[src/rtl/eedu_pkg.sv]
// ----------------------------------------------------------------------------
// Exception entry and event dispatch package
// Request and result types, queue entry, opcodes, kinds, CP0 constants and exception entry.
// ----------------------------------------------------------------------------
`default_nettype none

package eedu_pkg;

    localparam logic [1:0] OP_ARM    = 2'd0;
    localparam logic [1:0] OP_TEST   = 2'd1;
    localparam logic [1:0] OP_EXC    = 2'd2;
    localparam logic [1:0] OP_STATUS = 2'd3;

    localparam logic [1:0] KIND_ACK  = 2'd0;
    localparam logic [1:0] KIND_EXC  = 2'd1;
    localparam logic [1:0] KIND_CNT  = 2'd2;
    localparam logic [1:0] KIND_FIRE = 2'd3;

    localparam logic [31:0] STATUS_RESET = 32'h1090_0000;
    localparam logic [31:0] CAUSE_BD     = 32'h8000_0000;
    localparam logic [31:0] STATUS_BEV   = 32'h0040_0000;
    localparam logic [31:0] VEC_BOOT     = 32'hbfc0_0180;
    localparam logic [31:0] VEC_NORMAL   = 32'h8000_0080;
    localparam logic [31:0] MODE_MASK    = 32'h0000_003f;
    localparam logic [31:0] MODE_PUSH    = 32'h0000_000f;
    localparam logic [31:0] IE_MASK      = 32'h0000_0401;
    localparam logic [31:0] CAUSE_INT    = 32'h0000_0400;
    localparam logic [7:0]  GTE_MASK     = 8'hfe;
    localparam logic [7:0]  GTE_OP       = 8'h4a;

    localparam int QUEUE_DEPTH = 2;
    localparam int QPTR_W      = 1;
    localparam int QCNT_W      = 2;

    typedef struct packed {
        logic [1:0]  opcode;
        logic [3:0]  source;
        logic [31:0] cycle_now;
        logic [31:0] value;
        logic [10:0] irq_status;
        logic [10:0] irq_mask;
        logic [31:0] fetch_word;
        logic        in_delay_slot;
        logic [31:0] current_pc;
        logic [31:0] counter_start;
        logic [31:0] counter_period;
    } req_t;

    typedef struct packed {
        logic [1:0]  kind;
        logic [3:0]  fired_source;
        logic [31:0] new_pc;
        logic [31:0] epc_out;
        logic [31:0] cause_out;
        logic [31:0] status_out;
        logic        last;
    } res_t;

    typedef struct packed {
        logic [1:0]  op;
        logic [3:0]  src;
        logic        arm_ok;
        logic [31:0] now;
        logic [31:0] value;
        logic        irq_hit;
        logic        cnt_due;
        logic        slot;
        logic [31:0] pc;
    } qent_t;

    typedef struct packed {
        logic [31:0] cause;
        logic [31:0] epc;
        logic [31:0] status;
        logic [31:0] vec;
    } exc_t;

    function automatic exc_t take_exc(input logic [31:0] status, input logic [31:0] code,
                                      input logic slot, input logic [31:0] pc);
        exc_t r;
        r.cause  = slot ? (code | CAUSE_BD) : code;
        r.epc    = slot ? (pc - 32'd4) : pc;
        r.vec    = ((status & STATUS_BEV) != 32'd0) ? VEC_BOOT : VEC_NORMAL;
        r.status = (status & ~MODE_MASK) | ((status & MODE_PUSH) << 2);
        return r;
    endfunction

endpackage

`default_nettype wire

[src/rtl/eedu_front.sv]
// ----------------------------------------------------------------------------
// Exception entry and event dispatch front end
// Accept requests, classify them and push them into the queue.
// ----------------------------------------------------------------------------
`default_nettype none

module eedu_front
    import eedu_pkg::*;
#(
    parameter int NUM_SOURCES = 12
)
(
    input  wire logic  req_valid,
    output logic       req_stall,
    input  wire req_t  req_data,
    input  wire logic  q_full,
    output logic       push,
    output qent_t      ent
);

    logic [31:0] src_w;
    logic [31:0] elapsed;
    logic        gte;

    assign req_stall = q_full;
    assign push      = req_valid && !q_full;

    assign src_w   = 32'(req_data.source);
    assign elapsed = req_data.cycle_now - req_data.counter_start;
    assign gte     = (req_data.fetch_word[31:24] & GTE_MASK) == GTE_OP;

    always_comb
    begin
        ent.op      = req_data.opcode;
        ent.src     = req_data.source;
        ent.arm_ok  = src_w < 32'(NUM_SOURCES);
        ent.now     = req_data.cycle_now;
        ent.value   = req_data.value;
        ent.irq_hit = ((req_data.irq_status & req_data.irq_mask) != 11'd0) && !gte;
        ent.cnt_due = elapsed >= req_data.counter_period;
        ent.slot    = req_data.in_delay_slot;
        ent.pc      = req_data.current_pc;
    end

endmodule

`default_nettype wire

[src/rtl/eedu_queue.sv]
// ----------------------------------------------------------------------------
// Exception entry and event dispatch queue
// Short FIFO of classified requests between front end and back end.
// ----------------------------------------------------------------------------
`default_nettype none

module eedu_queue
    import eedu_pkg::*;
(
    input  wire logic  clk,
    input  wire logic  rst_n,
    input  wire logic  push,
    input  wire qent_t ent,
    input  wire logic  pop,
    output logic       full,
    output logic       q_valid,
    output qent_t      head
);

    qent_t              entry_reg [QUEUE_DEPTH];
    logic [QPTR_W-1:0]  wr_ptr_reg;
    logic [QPTR_W-1:0]  wr_ptr_next;
    logic [QPTR_W-1:0]  rd_ptr_reg;
    logic [QPTR_W-1:0]  rd_ptr_next;
    logic [QCNT_W-1:0]  count_reg;
    logic [QCNT_W-1:0]  count_next;

    assign full    = count_reg == QCNT_W'(QUEUE_DEPTH);
    assign q_valid = count_reg != '0;
    assign head    = entry_reg[rd_ptr_reg];

    always_comb
    begin
        wr_ptr_next = push ? wr_ptr_reg + 1'b1 : wr_ptr_reg;
        rd_ptr_next = pop ? rd_ptr_reg + 1'b1 : rd_ptr_reg;
        count_next  = count_reg;
        if (push && !pop)
        begin
            count_next = count_reg + 1'b1;
        end
        else if (pop && !push)
        begin
            count_next = count_reg - 1'b1;
        end
    end

    always_ff @(posedge clk or negedge rst_n)
    begin
        if (!rst_n)
        begin
            wr_ptr_reg <= '0;
            rd_ptr_reg <= '0;
            count_reg  <= '0;
        end
        else
        begin
            wr_ptr_reg <= wr_ptr_next;
            rd_ptr_reg <= rd_ptr_next;
            count_reg  <= count_next;
        end
    end

    always_ff @(posedge clk)
    begin
        if (push)
        begin
            entry_reg[wr_ptr_reg] <= ent;
        end
    end

endmodule

`default_nettype wire

[src/rtl/eedu_back.sv]
// ----------------------------------------------------------------------------
// Exception entry and event dispatch back end
// Execute queued requests: CP0 registers, event store, scan and results.
// ----------------------------------------------------------------------------
`default_nettype none

module eedu_back
    import eedu_pkg::*;
#(
    parameter int NUM_SOURCES = 12
)
(
    input  wire logic  clk,
    input  wire logic  rst_n,
    input  wire logic  cfg_we,
    input  wire logic  cfg_wdata,
    input  wire logic  q_valid,
    input  wire qent_t head,
    output logic       pop,
    output logic       res_valid,
    input  wire logic  res_stall,
    output res_t       res_data
);

    localparam int SW = (NUM_SOURCES > 1) ? $clog2(NUM_SOURCES) : 1;

    typedef enum logic [4:0] {
        S_IDLE = 5'b00001,
        S_EXEC = 5'b00010,
        S_CNT  = 5'b00100,
        S_SCAN = 5'b01000,
        S_FIN  = 5'b10000
    } state_t;

    state_t                 state_reg, state_next;
    logic [31:0]            status_reg, status_next;
    logic [31:0]            cause_reg, cause_next;
    logic [31:0]            epc_reg, epc_next;
    logic [NUM_SOURCES-1:0] pending_reg, pending_next;
    logic                   serial_off_reg, serial_off_next;
    logic                   hold_v_reg, hold_v_next;
    res_t                   hold_reg, hold_next;
    logic                   out_v_reg, out_v_next;
    res_t                   out_reg, out_next;
    logic [NUM_SOURCES-1:0] rem_reg, rem_next;
    logic                   cmp_v_reg, cmp_v_next;
    logic [SW-1:0]          cmp_idx_reg, cmp_idx_next;
    logic [31:0]            rd_start_reg;
    logic [31:0]            rd_delay_reg;

    logic [31:0]            start_mem [NUM_SOURCES];
    logic [31:0]            delay_mem [NUM_SOURCES];

    logic                   out_free;
    logic                   can_prod;
    logic                   prod;
    res_t                   prod_res;
    logic                   mem_we;
    logic                   rd_en;
    logic [31:0]            src_w;
    logic [SW-1:0]          arm_addr;
    logic [NUM_SOURCES-1:0] elig;
    logic [NUM_SOURCES-1:0] low;
    logic [SW-1:0]          enc;
    logic                   hit;
    logic                   adv;
    logic                   irq_take;
    logic [31:0]            exc_code;
    logic                   exc_slot;
    exc_t                   exc;

    function automatic res_t mk_res(input logic [1:0] kind, input logic [3:0] src,
                                    input logic [31:0] pc, input logic [31:0] epc,
                                    input logic [31:0] cause, input logic [31:0] status);
        res_t r;
        r.kind         = kind;
        r.fired_source = src;
        r.new_pc       = pc;
        r.epc_out      = epc;
        r.cause_out    = cause;
        r.status_out   = status;
        r.last         = 1'b0;
        return r;
    endfunction

    assign res_valid = out_v_reg;
    assign res_data  = out_reg;

    assign out_free = !out_v_reg || !res_stall;
    assign can_prod = !hold_v_reg || out_free;

    assign src_w    = 32'(head.src);
    assign arm_addr = src_w[SW-1:0];
    assign elig     = pending_reg & ~NUM_SOURCES'(serial_off_reg);
    assign low      = rem_reg & (~rem_reg + 1'b1);
    assign hit      = cmp_v_reg && ((head.now - rd_start_reg) >= rd_delay_reg);
    assign adv      = !hit || can_prod;
    assign irq_take = head.irq_hit && ((status_reg & IE_MASK) == IE_MASK);
    assign exc_code = (head.op == OP_EXC) ? head.value : CAUSE_INT;
    assign exc_slot = (head.op == OP_EXC) ? head.slot : 1'b0;
    assign exc      = take_exc(status_reg, exc_code, exc_slot, head.pc);

    always_comb
    begin
        enc = '0;
        for (int i = 0; i < NUM_SOURCES; i++)
        begin
            if (low[i])
            begin
                enc = enc | SW'(i);
            end
        end
    end

    always_comb
    begin
        state_next      = state_reg;
        status_next     = status_reg;
        cause_next      = cause_reg;
        epc_next        = epc_reg;
        pending_next    = pending_reg;
        serial_off_next = cfg_we ? cfg_wdata : serial_off_reg;
        hold_v_next     = hold_v_reg;
        hold_next       = hold_reg;
        out_v_next      = out_v_reg && res_stall;
        out_next        = out_reg;
        rem_next        = rem_reg;
        cmp_v_next      = cmp_v_reg;
        cmp_idx_next    = cmp_idx_reg;
        prod            = 1'b0;
        prod_res        = mk_res(KIND_ACK, 4'd0, 32'd0, epc_reg, cause_reg, status_reg);
        mem_we          = 1'b0;
        rd_en           = 1'b0;
        pop             = 1'b0;

        case (state_reg)
            S_IDLE:
            begin
                if (q_valid)
                begin
                    state_next = S_EXEC;
                end
            end
            S_EXEC:
            begin
                case (head.op)
                    OP_ARM:
                    begin
                        if (can_prod)
                        begin
                            prod = 1'b1;
                            if (head.arm_ok)
                            begin
                                mem_we                 = 1'b1;
                                pending_next[arm_addr] = 1'b1;
                            end
                            state_next = S_FIN;
                        end
                    end
                    OP_STATUS:
                    begin
                        if (can_prod)
                        begin
                            prod        = 1'b1;
                            status_next = head.value;
                            prod_res    = mk_res(KIND_ACK, 4'd0, 32'd0, epc_reg, cause_reg,
                                                 head.value);
                            state_next  = S_FIN;
                        end
                    end
                    OP_EXC:
                    begin
                        if (can_prod)
                        begin
                            prod        = 1'b1;
                            status_next = exc.status;
                            cause_next  = exc.cause;
                            epc_next    = exc.epc;
                            prod_res    = mk_res(KIND_EXC, 4'd0, exc.vec, exc.epc, exc.cause,
                                                 exc.status);
                            state_next  = S_FIN;
                        end
                    end
                    default:
                    begin
                        if (!irq_take)
                        begin
                            state_next = S_CNT;
                        end
                        else if (can_prod)
                        begin
                            prod        = 1'b1;
                            status_next = exc.status;
                            cause_next  = exc.cause;
                            epc_next    = exc.epc;
                            prod_res    = mk_res(KIND_EXC, 4'd0, exc.vec, exc.epc, exc.cause,
                                                 exc.status);
                            state_next  = S_CNT;
                        end
                    end
                endcase
            end
            S_CNT:
            begin
                if (!head.cnt_due || can_prod)
                begin
                    prod       = head.cnt_due;
                    prod_res   = mk_res(KIND_CNT, 4'd0, 32'd0, epc_reg, cause_reg,
                                        status_reg);
                    rem_next   = elig;
                    cmp_v_next = 1'b0;
                    state_next = S_SCAN;
                end
            end
            S_SCAN:
            begin
                if (adv)
                begin
                    if (hit)
                    begin
                        prod                      = 1'b1;
                        pending_next[cmp_idx_reg] = 1'b0;
                        prod_res = mk_res(KIND_FIRE, 4'(cmp_idx_reg), 32'd0, epc_reg,
                                          cause_reg, status_reg);
                    end
                    rd_en        = rem_reg != '0;
                    cmp_v_next   = rem_reg != '0;
                    cmp_idx_next = enc;
                    rem_next     = rem_reg & ~low;
                    if (rem_reg == '0)
                    begin
                        state_next = S_FIN;
                    end
                end
            end
            S_FIN:
            begin
                if (out_free)
                begin
                    out_v_next = 1'b1;
                    if (hold_v_reg)
                    begin
                        out_next = hold_reg;
                    end
                    else
                    begin
                        out_next = mk_res(KIND_ACK, 4'd0, 32'd0, epc_reg, cause_reg,
                                          status_reg);
                    end
                    out_next.last = 1'b1;
                    hold_v_next   = 1'b0;
                    pop           = 1'b1;
                    state_next    = S_IDLE;
                end
            end
            default:
            begin
                state_next = S_IDLE;
            end
        endcase

        // hold the newest result back until the next one shows whether it ends the request
        if (prod)
        begin
            if (hold_v_reg)
            begin
                out_v_next = 1'b1;
                out_next   = hold_reg;
            end
            hold_v_next = 1'b1;
            hold_next   = prod_res;
        end
    end

    always_ff @(posedge clk or negedge rst_n)
    begin
        if (!rst_n)
        begin
            state_reg      <= S_IDLE;
            status_reg     <= STATUS_RESET;
            cause_reg      <= '0;
            epc_reg        <= '0;
            pending_reg    <= '0;
            serial_off_reg <= 1'b0;
            hold_v_reg     <= 1'b0;
            out_v_reg      <= 1'b0;
            rem_reg        <= '0;
            cmp_v_reg      <= 1'b0;
        end
        else
        begin
            state_reg      <= state_next;
            status_reg     <= status_next;
            cause_reg      <= cause_next;
            epc_reg        <= epc_next;
            pending_reg    <= pending_next;
            serial_off_reg <= serial_off_next;
            hold_v_reg     <= hold_v_next;
            out_v_reg      <= out_v_next;
            rem_reg        <= rem_next;
            cmp_v_reg      <= cmp_v_next;
        end
    end

    always_ff @(posedge clk)
    begin
        hold_reg    <= hold_next;
        out_reg     <= out_next;
        cmp_idx_reg <= cmp_idx_next;
    end

    always_ff @(posedge clk)
    begin
        if (mem_we)
        begin
            start_mem[arm_addr] <= head.now;
            delay_mem[arm_addr] <= head.value;
        end
        if (rd_en)
        begin
            rd_start_reg <= start_mem[enc];
            rd_delay_reg <= delay_mem[enc];
        end
    end

endmodule

`default_nettype wire

[src/rtl/exception_entry_and_event_dispatch_unit.sv]
// ----------------------------------------------------------------------------
// Exception entry and event dispatch unit
// CP0 exception entry with a deadline scheduler for the event sources.
// ----------------------------------------------------------------------------
//  channel  | handshake             | payload
//  ---------+-----------------------+------------------------------
//  request  | req_valid / req_stall | req_data  (req_t)
//  result   | res_valid / res_stall | res_data  (res_t)
//  config   | cfg_we                | cfg_wdata (serial events off)
//
// Arm, status write, exception: back end states EXEC, FIN; branch test: EXEC,
// CNT, SCAN of pending sources, one event store read per cycle unless stalled,
// then FIN. The two-entry queue lets requests in while the back end works.
// Reset leaves status at its boot value, nothing pending; no clearing pass.
// A stalled result halts the back end only when a second result is ready.
// ----------------------------------------------------------------------------
`default_nettype none

module exception_entry_and_event_dispatch_unit
    import eedu_pkg::*;
#(
    parameter int NUM_SOURCES = 12
)
(
    input  wire logic clk,
    input  wire logic rst_n,
    input  wire logic cfg_we,
    input  wire logic cfg_wdata,
    input  wire logic req_valid,
    output logic      req_stall,
    input  wire req_t req_data,
    output logic      res_valid,
    input  wire logic res_stall,
    output res_t      res_data
);

    logic  q_full;
    logic  push;
    logic  pop;
    logic  q_valid;
    qent_t ent;
    qent_t head;

    eedu_front #(.NUM_SOURCES(NUM_SOURCES)) u_front (
        .req_valid (req_valid),
        .req_stall (req_stall),
        .req_data  (req_data),
        .q_full    (q_full),
        .push      (push),
        .ent       (ent)
    );

    eedu_queue u_queue (
        .clk     (clk),
        .rst_n   (rst_n),
        .push    (push),
        .ent     (ent),
        .pop     (pop),
        .full    (q_full),
        .q_valid (q_valid),
        .head    (head)
    );

    eedu_back #(.NUM_SOURCES(NUM_SOURCES)) u_back (
        .clk       (clk),
        .rst_n     (rst_n),
        .cfg_we    (cfg_we),
        .cfg_wdata (cfg_wdata),
        .q_valid   (q_valid),
        .head      (head),
        .pop       (pop),
        .res_valid (res_valid),
        .res_stall (res_stall),
        .res_data  (res_data)
    );

endmodule

`default_nettype wire

[config.mk]
export PLATFORM = sky130hd
export DESIGN_NAME = exception_entry_and_event_dispatch_unit
export DESIGN_NICKNAME = d
export VERILOG_FILES = /design/src/rtl/eedu_pkg.sv /design/src/rtl/eedu_front.sv /design/src/rtl/eedu_queue.sv /design/src/rtl/eedu_back.sv /design/src/rtl/exception_entry_and_event_dispatch_unit.sv
export SDC_FILE = /design/constraint.sdc
export NUM_CORES = 2
export LEC_CHECK = 0
export BUFFER_PORTS_ARGS = -buffer_cell sky130_fd_sc_hd__buf_4
export CAP_MARGIN = 20
export CORE_ASPECT_RATIO = 0.7
export CORE_MARGIN = 2
export CORE_UTILIZATION = 45
export DETAILED_ROUTE_END_ITERATION = 8
export PLACE_DENSITY = 0.74
export SETUP_SLACK_MARGIN = 0.15
export SLEW_MARGIN = 15
export SYNTH_ARGS = -nofsm -noshare
export SYNTH_HDL_FRONTEND = slang
export SYNTH_SLANG_ARGS = --single-unit
[constraint.sdc]
create_clock -name clk -period 11.7 [get_ports clk]
set_input_delay 1.17 -clock clk [delete_from_list [all_inputs] [get_ports clk]]
set_output_delay 1.17 -clock clk [all_outputs]
set_load 0.02 [all_outputs]
After elaboration in Yosys (flattened, before gate mapping)
Memory sizes are Yosys's and may differ from the RTL's. A register that Yosys moved wholly into a read port is not among the register bits.
Cells that the tools add are included.
- logic and storage cells: 217
- memories kept: 3
- register bits: 407
- RAM bits: 980
- output and inout port bits: 137
- memories (name ; depth ; bits a word ; read ports ; clocked after memory_dff ; wr ports ; RTL line ; source):
    u_back.delay_mem ; 12 ; 32 ; 1 ; 1 ; 1 ; eedu_back.sv:52 ; logic [31:0] delay_mem [NUM_SOURCES];
    u_back.start_mem ; 12 ; 32 ; 1 ; 1 ; 1 ; eedu_back.sv:51 ; logic [31:0] start_mem [NUM_SOURCES];
    u_queue.entry_reg ; 2 ; 106 ; 1 ; 0 ; 1 ; eedu_queue.sv:20 ; qent_t entry_reg [QUEUE_DEPTH];
- reductions and logical operators: 43
- equality and inequality tests: 22
- bitwise logic cells: 13
- multiplexer cells: 93
- add/sub/neg operators: 8
- $lt $le $gt $ge: 7
- operators with widths (cell ; count):
    135-bit 2-to-1 mux ; 8
    135-bit one-hot mux with 3 select lines ; 1
    134-bit one-hot mux with 3 select lines ; 1
    32-bit 2-to-1 mux ; 10
    134-bit 2-to-1 mux ; 2
    32-bit one-hot mux with 2 select lines ; 2
    32-bit one-hot mux with 3 select lines ; 1
    12-bit 2-to-1 mux ; 7
    32-bit greater-or-equal comparator ; 2
    32-bit subtractor ; 2
    12-bit AND ; 4
    12-bit one-hot mux with 2 select lines ; 2
    5-bit 2-to-1 mux ; 9
    12-bit inverter ; 3
    33-bit 2-to-1 mux ; 1
    32-bit by 6-bit bitwise OR with 32-bit output ; 1
    32-bit by 3-bit subtractor with 32-bit output (second input constant) ; 1
    1-bit 2-to-1 mux ; 31
    30-bit 2-to-1 mux ; 1
    5-bit one-hot mux with 5 select lines ; 1
    4-bit 2-to-1 mux ; 4
    2-bit by 1-bit inequality test with 1-bit output (second input constant) ; 8
    2-bit nonzero test ; 7
    12-bit by 1-bit adder with 12-bit output (second input constant) ; 1
    39 further kinds ; 76

Longest topological paths before layout
- depth after elaboration: 14
- gate-level depth with buffers: 32
- depth with buffers taken out: 23

Hierarchy
From an unflattened synthesis, not the netlist that was laid out.
- cell total of the unflattened synthesis: 5152
- area total of the unflattened synthesis: 61908.1 um^2
- modules (own cells, without submodules) (module ; area an instance (um^2) ; cells an instance ; instances):
    eedu_back ; 50504.7 ; 4308 ; 1
    eedu_queue ; 7952.6 ; 346 ; 1
    eedu_front ; 3450.8 ; 498 ; 1

Worst setup path before layout
No wires, ideal clock.
- kind: register to register
- start point: register u_queue.rd_ptr_reg
- end point: register u_back.out_reg (netlist bit u_back.res_data[0])
- period minus slack after synthesis: 11.377 ns
- cell stages (with the launch flop): 26
- setup time: 0.378 ns
- path slack: 0.323 ns
- data required time: 11.322 ns
- path buffers: 7
- arrival time: 10.999 ns
- cells stage by stage: dfrtp_1 > buf_4 > buf_6 > buf_2 > buf_2 > buf_2 > buf_2 > buf_1 > mux2_2 > ha_1 > and2_1 > or4_1 > o21bai_1 > o211ai_1 > o311a_1 > o21bai_1 > o21ai_0 > xnor2_1 > ha_1 > nand4_1 > nor3_1 > and3_1 > and3_1 > a21oi_2 > a31oi_1 > a21oi_1
- RTL lines (item ; RTL line ; source):
    start, declared ; eedu_queue.sv:23 ; logic [QPTR_W-1:0] rd_ptr_reg;
    start signal, assigned ; eedu_queue.sv:58 ; rd_ptr_reg <= rd_ptr_next;
    end signal, assigned ; eedu_back.sv:308 ; out_reg <= out_next;
    end, declared ; eedu_back.sv:44 ; res_t out_reg, out_next;

==> results.py <==
metrics = {
    "sta": {
        "hold_viol": 0,
        "post-route-min-period_ns": 7.64,
        "finClkSkew_ns": 0.0383,
        "relSlewSlack_pct": 24.6,
        "period_share_pct": 65.3,
        "slew_violations": 0,
        "rsz0062_at_grt": "no",
        "setup_viol": 0,
        "fmaxAchievable_mhz": 131,
        "tightest_slew_ns": 1.13,
        "fin_tns_setup_ns": 0,
    },
    "worst_setup_path": {
        "crit_start": "u_queue.rd_ptr_reg$_DFFE_PN0P_",
        "cp-start-kind": "register",
        "reg2reg_from": "u_queue.rd_ptr_reg$_DFFE_PN0P_",
        "cp_max_fo": 63,
        "end_kind": "register",
        "r2r-end": "u_back.res_data[2]$_DFF_P_",
        "critPathCapture": "u_back.res_data[2]$_DFF_P_",
        "r2r_slack_ns": 4.06,
        "arrival_ns": 8.36,
        "reg2regPathDepth": 24,
        "required_ns": 12.42,
        "path_class": "reg -> reg",
    },
    "route": {
        "first_pass_iters": 5,
        "postRouteAntennaNets": 0,
        "wl_mm": 152,
        "drcViolationCount": 0,
        "drt_iter0_markers": 3912,
        "avgRoutedWirePerCell_um": 22.7,
        "viasPerCell": 5.73,
        "route.vias.total": 38312,
    },
    "synthesis": {
        "ys.flop_type": "edfxtp_1",
        "synth_top_area_cell": "edfxtp_1",
        "ys_seq_area_share_pct": 66.8,
        "synth_edf_count": 1152,
        "ys_types": 84,
        "async_flop_share_pct": 9.37,
        "syn_area_mm2": 0.0608,
        "synthTopCellsByCount": "1152 x edfxtp_1, 617 x nand2_1, 386 x mux2i_1",
        "synth_top_area_share_pct": 56.9,
        "yosys_warnings": 0,
        "netlist_instances": 4495,
        "synth_area_per_cell_um2": 13.5,
        "synth.most_common_cell": "edfxtp_1",
        "yosys-top-cells-area": "edfxtp_1 57%, mux2i_1 6.4%, dfrtp_1 5.3%",
        "ys_seq_elements": 1420,
        "synth_fp_nets": 4857,
    },
    "grt": {
        "overflow": 0,
        "grt_max_degree": 138,
        "grt_pass1_vias": 37327,
        "antenna_found_initial": 6,
        "grt_pass1_wl_mm": 229,
        "track_usage_pct": 21.6,
    },
    "pwr": {
        "powerDensity_mw_per_mm2": 230,
        "power_frac_seq_pct": 43.8,
        "swShare_pct": 33.0,
        "power_frac_clock_pct": 27.5,
        "leakagePower_nw": 27.3,
        "p_comb_share_pct": 28.8,
        "p_switching_mw": 5.32,
        "internal-power_mw": 10.8,
        "peakVddDrop_mv": 0.162,
    },
    "floorplan": {
        "die_w_um": 443,
        "coreArea_mm2": 0.134,
        "rows": 112,
        "start_util_pct": 45.5,
        "fp.dieH_um": 312,
        "dieArea_mm2": 0.138,
        "io_pins": 364,
    },
    "clock_tree": {
        "path_clk_slew_ns": 0.06,
        "htree_levels": 4,
        "cts_resized": 0,
        "cts_buffers": 137,
        "cts_setup_buffers": 0,
        "cts_hold_buf": 0,
        "cts_tree": "yes",
        "cts.path.max_buffers": 3,
        "clk_latency_ns": 0.78,
        "cts_root_buf": "clkbuf_16",
        "cts.sinks": 1420,
    },
    "finish": {
        "multi_input_area_mm2": 0.0187,
        "nFillCells": 10973,
        "drive_gt1_share_pct": 17.0,
        "layout.nets": 5173,
        "syn_to_final_growth_pct": 15.0,
        "stdcell_count": 6691,
        "regArea_mm2": 0.0406,
    },
    "placement": {
        "dp.cells": 6438,
        "gp_congestion": 0.876,
        "numPortBuffers": 338,
        "dp_hpwl_mm": 90.9,
    },
    "outcome": {
        "status": "completed",
    },
    "job": {
        "maxCapViolCount": 0,
    },
    "worst_hold_path": {
        "worst_hold_path_type": "in -> async",
    },
}
## per-stage QoR
step                      area (um^2)  power [mW]  utilization (%)  hold WS [ns]  worst slack, ns
after floorplan                 60800        10.0                -         0.436            0.323
after global placement          65400        11.6             48.9         0.437             4.34
after detailed placement        65400        11.7             48.9         0.442             4.26
after CTS                       69900        16.1             52.3         0.417             4.23
after global routing            69900        16.8             52.3         0.436             3.78
final                           69900        16.1             52.3         0.408             4.06
## power groups by stage
stage	Clock (mW)	Sequential (mW)	Combinational, mW
2_1_floorplan	0	7.26	2.77
3_3_place_gp	0	7.09	4.47
3_5_place_dp	0	7.12	4.58
4_1_cts	4.47	7.03	4.61
5_1_grt	4.68	7.11	5.00
6_report	4.42	7.04	4.63
## worst min-delay path by stage
stage                                   startpoint                           endpoint  slack [ns]  depth (start not counted)
finish                                       rst_n  u_back.status_reg[14]$_DFFE_PN0P_        0.41                          1
CTS                                          rst_n  u_back.status_reg[24]$_DFFE_PN0P_        0.42                          1
global placement      u_back.res_data[124]$_DFF_P_       u_back.res_data[124]$_DFF_P_        0.44                          1
detailed placement  u_back.hold_reg[133]$_DFFE_PN_       u_back.res_data[133]$_DFF_P_        0.44                          1
global route                                 rst_n  u_back.status_reg[16]$_DFFE_PN0P_        0.44                          1
floorplan           u_back.hold_reg[129]$_DFFE_PN_       u_back.res_data[129]$_DFF_P_        0.44                          1
## cell families (layout without fill, tap and decap cells)
| logic type | Yosys count | in the layout | share of synthesized area (%) |
|---|---|---|---|
| xor+xnor | 98 | 98 | 1.41 |
| mux | 559 | 559 | 9.57 |
| simple gates | 979 | 979 | 6.87 |
| compound gates | 873 | 873 | 9.76 |
| buf+inv | 431 | 858 | 2.74 |
| other cells | 0 | 2 | 0 |
| fa+ha+maj | 135 | 135 | 2.80 |
| flops | 1420 | 1420 | 66.8 |
## layout make-up
cell class                      count  area share [%]
Antenna cell                        2         0.00716
Clock inverter                     60           0.965
Sequential cell                  1420            58.1
Timing Repair Buffer              411            4.47
Tap cell                         1767            3.16
Multi-Input combinational cell   2644            26.8
Inverter                          197            1.06
Clock buffer                      190            5.45
## critical path, stage by stage (launching register included)
cell      delay [ns]
dfrtp_4         0.69
mux2i_1         0.51
ha_1            0.25
inv_1           0.05
fa_1            0.40
a21o_1          0.21
a311oi_1        0.37
a211oi_1        0.17
o41ai_1         0.46
a21oi_1         0.24
nand3_1         0.20
o21bai_1        0.14
a31oi_1         0.22
xnor2_1         0.15
ha_1            0.27
nand4_1         0.11
nor3_1          0.10
a221oi_1        0.35
a31oi_1         0.16
a21oi_2         0.51
nand3_1         0.28
o21ai_4         0.21
buf_4           0.43
buf_4           0.73
a221o_1         0.29
## cells in the final DEF, fill, tap and decap left out, drive strengths merged, types with 42 or more instances in the layout
cell type  synthesis  routed
clkbuf           183     190
nand2            617     617
buf               51     411
a22o              42      42
edfxtp          1152    1152
a21o              73      73
dfxtp            135     135
inv              197     206
mux2             172     172
xnor2             62      62
a221o             99      99
o21ai            180     180
nor2             165     165
a31oi             76      76
ha               133     133
o211ai           133     133
a21oi            180     180
mux2i            387     387
dfrtp            129     129
## layer usage
metal / global-route usage (%) / routed length, um / up-vias / share of wire (%)
met5: 0 / 0 / - / 0
met4: 6.40 / 3540 / 0 / 2.3
met3: 3.65 / 12000 / 210 / 7.9
met2: 34.2 / 70700 / 1544 / 47
met1: 30.5 / 65700 / 19198 / 43
li1: - / - / 17360 / -
(Power assumes the default switching activity.)
